File: config.mk
export PLATFORM = sky130hd
export DESIGN_NAME = scl_cell
export DESIGN_NICKNAME = d
export VERILOG_FILES = /design/src/hw/rtl/scl_pkg.sv /design/src/hw/rtl/scl_cell.sv
export SDC_FILE = /design/constraint.sdc
export NUM_CORES = 1
export LEC_CHECK = 0
export ABC_AREA = 1
export BUFFER_PORTS_ARGS = -buffer_cell sky130_fd_sc_hd__buf_2
export CAP_MARGIN = 20
export CORE_MARGIN = 4
export CORE_UTILIZATION = 47
export CTS_CLUSTER_SIZE = 10
export DETAILED_ROUTE_END_ITERATION = 10
export GPL_TIMING_DRIVEN = 0
export PLACE_DENSITY_LB_ADDON = 0.3
export SKIP_CTS_REPAIR_TIMING = 1
export SYNTH_ARGS = -nofsm -noshare
export SYNTH_HDL_FRONTEND = slang
export SYNTH_SLANG_ARGS = --single-unit
File: constraint.sdc
create_clock -name clk -period 6.5 [get_ports clk]
set_input_delay 0 -clock clk [delete_from_list [all_inputs] [get_ports clk]]
set_output_delay 0 -clock clk [all_outputs]
set_load 0.01 [all_outputs]
File: src/hw/rtl/scl_pkg.sv
// ----------------------------------------------------------------------------
// Sorted cost priority list: shared definitions
// Request kinds, result status codes, port field widths and the control
// bundle that the list controller broadcasts to every cell.
// ----------------------------------------------------------------------------
package scl_pkg;

  // Port field widths, fixed by the interface definition.
  localparam int KIND_W   = 3;
  localparam int COORD_W  = 10;
  localparam int COST_W   = 16;
  localparam int HANDLE_W = 16;
  localparam int STATUS_W = 2;
  localparam int COUNT_W  = 6;

  // Default storage parameters.
  localparam int DEF_DEPTH      = 32;
  localparam int DEF_COORD_BITS = 10;
  localparam int DEF_COST_BITS  = 16;

  typedef enum logic [KIND_W-1:0] {
    KIND_INSERT = 3'd0,
    KIND_POP    = 3'd1,
    KIND_FIND   = 3'd2,
    KIND_DELETE = 3'd3,
    KIND_CLEAR  = 3'd4
  } kind_t;

  typedef enum logic [STATUS_W-1:0] {
    ST_OK   = 2'd0,
    ST_MISS = 2'd1,
    ST_FULL = 2'd2
  } status_t;

  // Broadcast control for one cycle of the cell chain.
  typedef struct packed {
    logic ins;   // insert the new record at its sorted place
    logic clr;   // drop every entry
  } cell_ctl_t;

endpackage

File: src/hw/rtl/scl_cell.sv
// ----------------------------------------------------------------------------
// List cell
// Holds one record and its valid bit. On insert it keeps, takes the new
// record or takes its left neighbor's; on removal it takes its right
// neighbor's. Reports the local compare results to the controller.
// ----------------------------------------------------------------------------
module scl_cell
  import scl_pkg::*;
#(
  parameter int COORD_BITS = DEF_COORD_BITS,
  parameter int COST_BITS  = DEF_COST_BITS,
  parameter int REC_W      = 2 * COORD_BITS + COST_BITS + HANDLE_W
) (
  input  logic             clk,
  input  logic             rst,
  input  cell_ctl_t        ctl,
  input  logic [REC_W-1:0] new_rec,
  input  logic             take,
  input  logic [REC_W-1:0] left_rec,
  input  logic             left_valid,
  input  logic             left_keep,
  input  logic [REC_W-1:0] right_rec,
  input  logic             right_valid,
  output logic [REC_W-1:0] rec,
  output logic             valid,
  output logic             keep,
  output logic             match_xy,
  output logic             match_handle
);
  localparam int C_LO = HANDLE_W;
  localparam int Y_LO = C_LO + COST_BITS;
  localparam int X_LO = Y_LO + COORD_BITS;

  // The entry stays put on insert when it sorts at or before the new record.
  assign keep = valid && (rec[C_LO +: COST_BITS] <= new_rec[C_LO +: COST_BITS]);

  assign match_xy = valid
                    && (rec[X_LO +: COORD_BITS] == new_rec[X_LO +: COORD_BITS])
                    && (rec[Y_LO +: COORD_BITS] == new_rec[Y_LO +: COORD_BITS]);

  assign match_handle = valid && (rec[HANDLE_W-1:0] == new_rec[HANDLE_W-1:0]);

  always_ff @(posedge clk) begin
    if (rst) begin
      valid <= 1'b0;
    end else if (ctl.clr) begin
      valid <= 1'b0;
    end else if (ctl.ins) begin
      valid <= valid | left_valid;
    end else if (take) begin
      valid <= right_valid;
    end
  end

  always_ff @(posedge clk) begin
    if (ctl.ins && !keep) begin
      rec <= left_keep ? new_rec : left_rec;
    end else if (take) begin
      rec <= right_rec;
    end
  end

endmodule

* Yosys cells after proc, flatten, opt, wreduce, memory -nomap -nowiden
Cells that the tools add are included.
** Word-level totals
- Register bits after elaboration :: 53
- Output and inout bits :: 56
** Operators by class
- Magnitude comparators :: 1
- Equal/unequal tests :: 3
- Muxes and demuxes :: 5
- Bitwise logic cells :: 1
- Reduce and logical (&&, ||, !) cells :: 9
** Operators by type and width (number)
- two-way mux 52 bit :: 3
- == test 10 bit :: 2
- == test 16 bit :: 1
- less-or-equal comparator 16 bit :: 1
- logical AND 1 bit :: 5
- nonzero test 2 bit :: 2
- two-way mux 1 bit :: 2
- OR reduction 2 bit :: 1
- zero test 1 bit :: 1
- bitwise OR 1 bit :: 1

* Longest topological paths before layout
Gate-level depths: netlist (run 1).
- Word-level depth :: 5
- Mapped depth :: 17
- Mapped depth without buffers :: 16

* Worst setup path before layout (run 1)
OpenSTA, ideal clock, no wires.
- Path type :: register to register
- Start point :: reg rec[31]
- End point :: reg rec[0] (enable)
- Arrival :: 2.644 ns
- Required time :: 6.089 ns
- Slack :: 3.445 ns
- Cell stages (with the launch flop) :: 11
- Period minus slack after synthesis :: 3.055 ns
- Cells stage by stage :: edfxtp_1 ha_1 nand2_1 nor3_2 nand2_1 nand2_1 nand2_1 nand2_4 nand2_4 buf_6 nand2_1
** Between the ends
- Cells in the longest elaborated chain, start to end :: 5
** RTL lines
- start: declaration :: RTL line scl_cell.sv:24 : output logic [REC_W-1:0] rec,
- start signal: assignment :: RTL line scl_cell.sv:57 : rec <= left_keep ? new_rec : left_rec;
- start signal: assignment :: RTL line scl_cell.sv:59 : rec <= right_rec;
- less-or-equal comparator 16 bit :: RTL line scl_cell.sv:35 : assign keep = valid && (rec[C_LO +: COST_BITS] <= new_rec[C_LO +: COST_BITS]);
- logical AND 1 bit :: RTL line scl_cell.sv:35
- zero test 1 bit :: RTL line scl_cell.sv:56 : if (ctl.ins && !keep) begin
- logical AND 1 bit :: RTL line scl_cell.sv:56
- nonzero test 2 bit (no line)
No other way between the ends.
A chain may end at the register's enable or synchronous reset.

* Worst setup path in the final report (run 1)
- Start point :: reg rec[31]
- End point :: reg rec[10] (enable)
The elaborated chain is that of the path after synthesis.

==> results.json, run 1 <==
{
  "drt_drc_violations_left": 0,
  "p_switching_mw": 0.3163,
  "ios": 220,
  "relSlewSlack_pct": 44.18,
  "synth_area_leaders": "edfxtp_1 41%, nand2_1 13%, nand3_1 7.4%, a21oi_1 5.7%, ha_1 5.2%",
  "cp-startpoint": "rec[31]$_DFFE_PP_",
  "grt-ovfl-total": 0,
  "synth_ff_type": "edfxtp_1",
  "io_buffers": 217,
  "power_density_nw_per_um2": 170.2,
  "crit_top_cell": "nand2_1",
  "path_max_fanout": 32,
  "p_leak_nw": 2.979,
  "finClkSkew_ns": 0.005013,
  "gp_congestion": 0.9967,
  "grt_first_pass_wirelength_um": 21080,
  "ys_seq_area_share_pct": 41.11,
  "core_um2": 7848,
  "setup_viol": 0,
  "path_class": "reg -> reg",
  "setup_ws_ns": 3.576,
  "r2r-end": "rec[10]$_DFFE_PP_",
  "rsz0062_at_grt": "no",
  "crit_arrival_ns": 2.95,
  "required_ns": 6.53,
  "end_kind": "flip-flop",
  "swShare_pct": 32.75,
  "maxCapViolations": 0,
  "fin_util_pct": 72.29,
  "place_ws_ns": 3.584,
  "intPower_mw": 0.6495,
  "synth_edf_count": 52,
  "final_area_um2": 5673,
  "vias_per_cell": 5.361,
  "r2r_setup_slack_ns": 3.58,
  "place_inst": 813,
  "finalPower_mw": 0.9658,
  "cts_buffer_depth": 2,
  "max_stage_delay_ns": 0.62,
  "nNetsFinal": 948,
  "max_freq_mhz": 342.0,
  "tightest_slew_ns": 0.8344,
  "clk_pin_slew_worst_paths_ns": 0.10,
  "fp-row-count": 32,
  "yosysWarningCount": 0,
  "syn_inst": 493,
  "grt_pass1_vias": 4436,
  "synth_cell_types": 27,
  "cts_tree": "yes",
  "yosys.cell_count.top_type": "nand2_1",
  "hold_viol": 4,
  "firstDrtPassIters": 5,
  "post-synth-top-area-cell": "edfxtp_1",
  "start_kind": "flip-flop",
  "antenna_found_initial": 0,
  "cts_buffers": 5,
  "cts-root-buf": "clkbuf_8",
  "period_minus_slack_ns": 2.924,
  "dieArea_um2": 9697,
  "violations": "negative hold slack",
  "fin_tns_setup_ns": 0,
  "clock-sinks": 53,
  "area_delta_synth_final_pct": 47.45,
  "ys_ff_latch": 53,
  "hold_ws_ns": -0.03070,
  "detailroute.via_count": 4669,
  "vdd_ir_drop_max_uv": 107.1,
  "multi_input_area_um2": 1942,
  "hold_path_class": "in -> reg",
  "combinationalPowerShare_pct": 33.7,
  "maxSlewViolCount": 0,
  "die_x_um": 98.48,
  "grt_max_degree": 33,
  "start_util_pct": 49.03,
  "seqCellArea_um2": 1582,
  "min_from": "right_rec[34]",
  "totalWireLength_um": 14690,
  "ys_top_cells_by_count": "135 x nand2_1, 57 x nand3_1, 52 x edfxtp_1, 49 x nor2_1, 48 x inv_1",
  "async_reset_ff_share_pct": 0,
  "drtAntennaViolNets": 0,
  "dpl.hpwl_um": 10570,
  "fin_crit_sh_pct": 44.98,
  "htreeDepth": 2,
  "min_to": "rec[34]$_DFFE_PP_",
  "die_h_um": 98.48,
  "syn_area_um2": 3847,
  "p_clk_share_pct": 19.5,
  "status": "finished with violations",
  "n_fill_cell": 634,
  "insertion_delay_ns": 0.31,
  "crit_path_cell_trace": "ha_1 -> nand2_1 -> nor3_2 -> nand2_1 -> nand2_1 -> nand2_1 -> nand2_4 -> nand2_4 -> buf_6 -> nand2_2 -> buf_16",
  "drive_above_1_share_pct": 34.20,
  "rr_startpoint": "rec[31]$_DFFE_PP_",
  "drt_iter0_drc": 251,
  "place_area_um2": 5091,
  "cp_slowest_cell": "nand2_2",
  "postSynthAreaPerCell_um2": 7.804,
  "stdcell_count": 871,
  "routedWlPerCell_um": 16.86,
  "synth_top_area_share_pct": 40.59,
  "grt.total_usage_pct": 26.94,
  "antennaDiodeCount": 0,
  "p_seq_share_pct": 46.8,
  "reg2reg_depth": 11,
  "syn_nets": 673,
  "min_path_cells": 3
}
## flip-flops by register name, summed over array words and instances (netlist names)
signal / flops
valid: 1
rec: 52
## logic make-up (layout without fill, tap and decap cells)
kind of cell / after synthesis / after routing / synth area share, %
buffers and inverters: 74 / 350 / 8.487
muxes: 17 / 17 / 4.976
adders and majority gates: 16 / 16 / 5.203
xor gates and xnor gates: 8 / 8 / 1.821
AOI/OAI and AO/OA: 72 / 72 / 10.73
DFF: 53 / 53 / 41.11
and+or+nand+nor: 253 / 253 / 27.67
## final cells by class
| type | count | area share (%) |
|---|---|---|
| plain buffers | 26 | 2.580 |
| clock buffers | 5 | 1.213 |
| clock inverters | 3 | 0.2206 |
| inverters | 48 | 3.176 |
| multi-input cells | 366 | 34.23 |
| flip-flops and latches | 53 | 27.88 |
| well taps | 102 | 2.250 |
| repair buffers | 268 | 28.45 |
## critical path: cells and delay by family (launching register included)
kind | cells | cell delay, ns
AND/OR/NAND/NOR | 8 | 1.46
flip-flops | 1 | 0.43
buffers and inverters | 2 | 0.43
adder cells (fa/ha/maj) | 1 | 0.32
## cell usage in the layout (no fill, tap or decap)
master         synthesis  final
nand2_2                0      1
nand4_1                3      3
nor3_2                 1      1
buf_6                  5      5
o21ai_0                8      8
dlygate4sd3_1          0     50
or2_2                  4      4
xor2_1                 5      5
o2111ai_1              1      1
nand2_4                2      2
edfxtp_1              52     52
a221oi_1               6      6
buf_16                 0      1
inv_1                 48     48
dfxtp_1                1      1
a2111oi_0              1      1
a22o_1                 1      1
nor2_1                49     49
nor4_1                 2      2
o22ai_1                7      7
clkinv_1               0      2
ha_1                  16     16
clkinv_2               0      1
a21o_1                 1      1
a211oi_1               3      3
a21oi_1               44     44
buf_2                  9    226
nand3_1               57     57
clkbuf_8               0      5
nand2_1              135    134
xnor2_1                3      3
clkbuf_1              12     12
mux2_2                17     17
## metal layers
| layer | vias up | wire [um] | track usage, % |
|---|---|---|---|
| met4 | 0 | 453 | 9.559 |
| li1 | 2212 | - | - |
| met5 | - | 0 | 0 |
| met2 | 310 | 7324 | 48.15 |
| met3 | 42 | 1531 | 4.529 |
| met1 | 2105 | 5377 | 32.66 |
## worst max path at each step
stage,to,slack [ns],depth (start not counted)
6_report,rec[10]$_DFFE_PP_,3.58,11
5_1_grt,rec[7]$_DFFE_PP_,3.34,13
4_1_cts,rec[10]$_DFFE_PP_,3.57,11
3_5_place_dp,rec[40]$_DFFE_PP_,3.58,11
3_3_place_gp,rec[40]$_DFFE_PP_,2.69,9
2_1_floorplan,rec[0]$_DFFE_PP_,3.45,10
## power groups by stage
| stage | clock network, mW | logic, mW | registers (mW) |
|---|---|---|---|
| after floorplan | 0 | 0.146 | 0.473 |
| after global placement | 0 | 0.288 | 0.459 |
| after detailed placement | 0 | 0.297 | 0.458 |
| after CTS | 0.190 | 0.298 | 0.451 |
| after global routing | 0.203 | 0.359 | 0.457 |
| final | 0.188 | 0.325 | 0.452 |
Note: power is estimated with default switching activity, not from simulation.
==> run 2, diff against run 1 <==
--- a/config.mk
+++ b/config.mk
@@ -9,7 +9,7 @@
 export BUFFER_PORTS_ARGS = -buffer_cell sky130_fd_sc_hd__buf_2
 export CAP_MARGIN = 20
 export CORE_MARGIN = 4
-export CORE_UTILIZATION = 47
+export CORE_UTILIZATION = 45
 export CTS_CLUSTER_SIZE = 10
 export DETAILED_ROUTE_END_ITERATION = 10
 export GPL_TIMING_DRIVEN = 0
==> constraint.sdc (replaced) <==
create_clock -name clk -period 2.7 [get_ports clk]
set_input_delay 0 -clock clk [delete_from_list [all_inputs] [get_ports clk]]
set_output_delay 0 -clock clk [all_outputs]
set_load 0.01 [all_outputs]
==> run 2 against run 1 <==
The run still ends with negative hold slack left; cell count rose by 0.34%; total power grew 140%; sequential cell count stayed put; global-route usage is 2.3 points lower; critical path type unchanged; utilization shrank 3.5 points; via count is essentially flat.
==> results.json, run 2 (synthesis gave the netlist of run 1 again) <==
{
  "violations": "negative hold slack",
  "crit_top_cell": "nand2_1",
  "rsz0062_at_grt": "no",
  "min_to": "rec[8]$_DFFE_PP_",
  "rr_startpoint": "rec[31]$_DFFE_PP_",
  "cts_tree": "yes",
  "fin_util_pct": 68.74,
  "largestRegisters": "rec (52), valid (1)",
  "routedWlPerCell_um": 16.11,
  "fin_crit_sh_pct": 91.31,
  "final_common_cell": "buf_2",
  "finClkSkew_ns": 0.002404,
  "end_kind": "flip-flop",
  "max_freq_mhz": 405.6,
  "relSlewSlack_pct": 58.89,
  "required_ns": 2.71,
  "tightest_slew_ns": 0.6166,
  "dpl.hpwl_um": 10360,
  "vdd_ir_drop_max_uv": 237.4,
  "grt-ovfl-total": 0,
  "nNetsFinal": 947,
  "min_from": "right_rec[8]",
  "grt_pass1_vias": 4251,
  "drt_iter0_drc": 311,
  "r2r-end": "rec[45]$_DFFE_PP_",
  "hold_viol": 4,
  "detailroute.via_count": 4671,
  "maxSlewViolCount": 0,
  "cp-startpoint": "rec[31]$_DFFE_PP_",
  "gp_congestion": 0.8819,
  "period_minus_slack_ns": 2.465,
  "largest_register": "rec",
  "ios": 220,
  "die_x_um": 100.5,
  "r2r_setup_slack_ns": 0.23,
  "drt_drc_violations_left": 0,
  "io_buffers": 217,
  "p_leak_nw": 2.976,
  "drive_above_1_share_pct": 34.38,
  "htreeDepth": 2,
  "start_util_pct": 46.59,
  "cp_slowest_cell": "edfxtp_1",
  "start_kind": "flip-flop",
  "clk_pin_slew_worst_paths_ns": 0.10,
  "crit_path_cell_trace": "ha_1 -> nand2_1 -> nor3_2 -> nand2_1 -> nand2_1 -> nand2_1 -> nand2_4 -> nand2_4 -> buf_6 -> nand2_8 -> buf_12",
  "reg2reg_depth": 11,
  "cpLargestDelayFamily": "simple AND/OR/NAND/NOR gates",
  "cts_buffers": 5,
  "drtAntennaViolNets": 0,
  "antenna_found_initial": 1,
  "crit_arrival_ns": 2.48,
  "power_density_nw_per_um2": 407.1,
  "max_stage_delay_ns": 0.43,
  "cts-root-buf": "clkbuf_8",
  "hold_ws_ns": -0.02850,
  "firstDrtPassIters": 5,
  "path_max_fanout": 27,
  "path_class": "reg -> reg",
  "path_buf_inv": 2,
  "min_path_cells": 3,
  "status": "finished with violations",
  "fin_tns_setup_ns": 0,
  "setup_viol": 0,
  "fp-row-count": 33,
  "core_um2": 8258,
  "insertion_delay_ns": 0.30,
  "cts_buffer_depth": 2,
  "die_h_um": 100.5,
  "grt_max_degree": 28,
  "final_cell_mix": "226 x buf_2, 134 x nand2_1, 57 x nand3_1",
  "largest_register_ffs": 52,
  "grt.total_usage_pct": 24.65,
  "grt_first_pass_wirelength_um": 19730,
  "totalWireLength_um": 14080,
  "hold_path_class": "in -> reg",
  "vias_per_cell": 5.344,
  "maxCapViolations": 0,
  "area_delta_synth_final_pct": 47.54,
  "clock-sinks": 53,
  "dieArea_um2": 10090
}
-- run 2: cell count changes in the layout (fill, tap and decap cells not counted), sizes merged --
cell         change
diode            +1
clkinv           -1
dlygate4sd3      -1
clkbuf           +1
-- run 2: cell type report --
| class | instances | area (um^2) |
|---|---|---|
| sequential | 53 | 1582 |
| tap | 105 | 131.4 |
| multi-input combinational | 366 | 1956 |
| buffer | 26 | 146.4 |
| timing repair buffer | 267 | 1597 |
| fill | 685 | 2581 |
| antenna | 1 | 2.502 |
| inverter | 48 | 180.2 |
| clock inverter | 2 | 10.01 |
| clock buffer | 6 | 72.57 |
-- run 2: per-stage QoR --
| step | worst slack (ns) | cells | power (mW) | hold slack, ns | area, um^2 |
|---|---|---|---|---|---|
| after floorplan | 0.1515 | 493 | 1.489 | 0.08945 | 3850 |
| after global placement | -0.3185 | 815 | 1.790 | 0.1755 | 5067 |
| after detailed placement | -0.1361 | 816 | 1.813 | 0.1773 | 5087 |
| after CTS | -0.1856 | 824 | 2.255 | -0.1514 | 5170 |
| after global routing | 0.01005 | 874 | 2.437 | -0.003428 | 5677 |
| final | 0.2345 | 874 | 2.311 | -0.02850 | 5677 |
-- run 2: metal layers --
layer / GRT usage [%] / vias to the layer above / wire [um]
li1: - / 2211 / -
met1: 28.55 / 2131 / 5186
met2: 45.06 / 298 / 7149
met3: 4.775 / 31 / 1363
met4: 8.705 / 0 / 384
met5: 0 / - / 0
-- run 2: tightest hold or removal path: cells and delay by family --
kind,cells,cell delay [ns]
AND/OR/NAND/NOR,2,0.09
buffers and inverters,1,0.09
-- run 2: how the worst max path moves through the flow --
stage	to	slack, ns	cells after the start
2_1_floorplan	rec[0]$_DFFE_PP_	0.15	10
3_3_place_gp	rec[41]$_DFFE_PP_	-0.32	10
3_5_place_dp	rec[25]$_DFFE_PP_	-0.14	11
4_1_cts	rec[46]$_DFFE_PP_	-0.19	11
5_1_grt	rec[18]$_DFFE_PP_	0.01	11
6_report	rec[45]$_DFFE_PP_	0.23	11
-- run 2: where the power goes --
part	switching (mW)	internal, mW	leakage, nW
Sequential	0.0659	1.02	0.544
Clock	0.266	0.181	0.0450
Combinational	0.412	0.366	2.39
Total	0.744	1.57	2.98
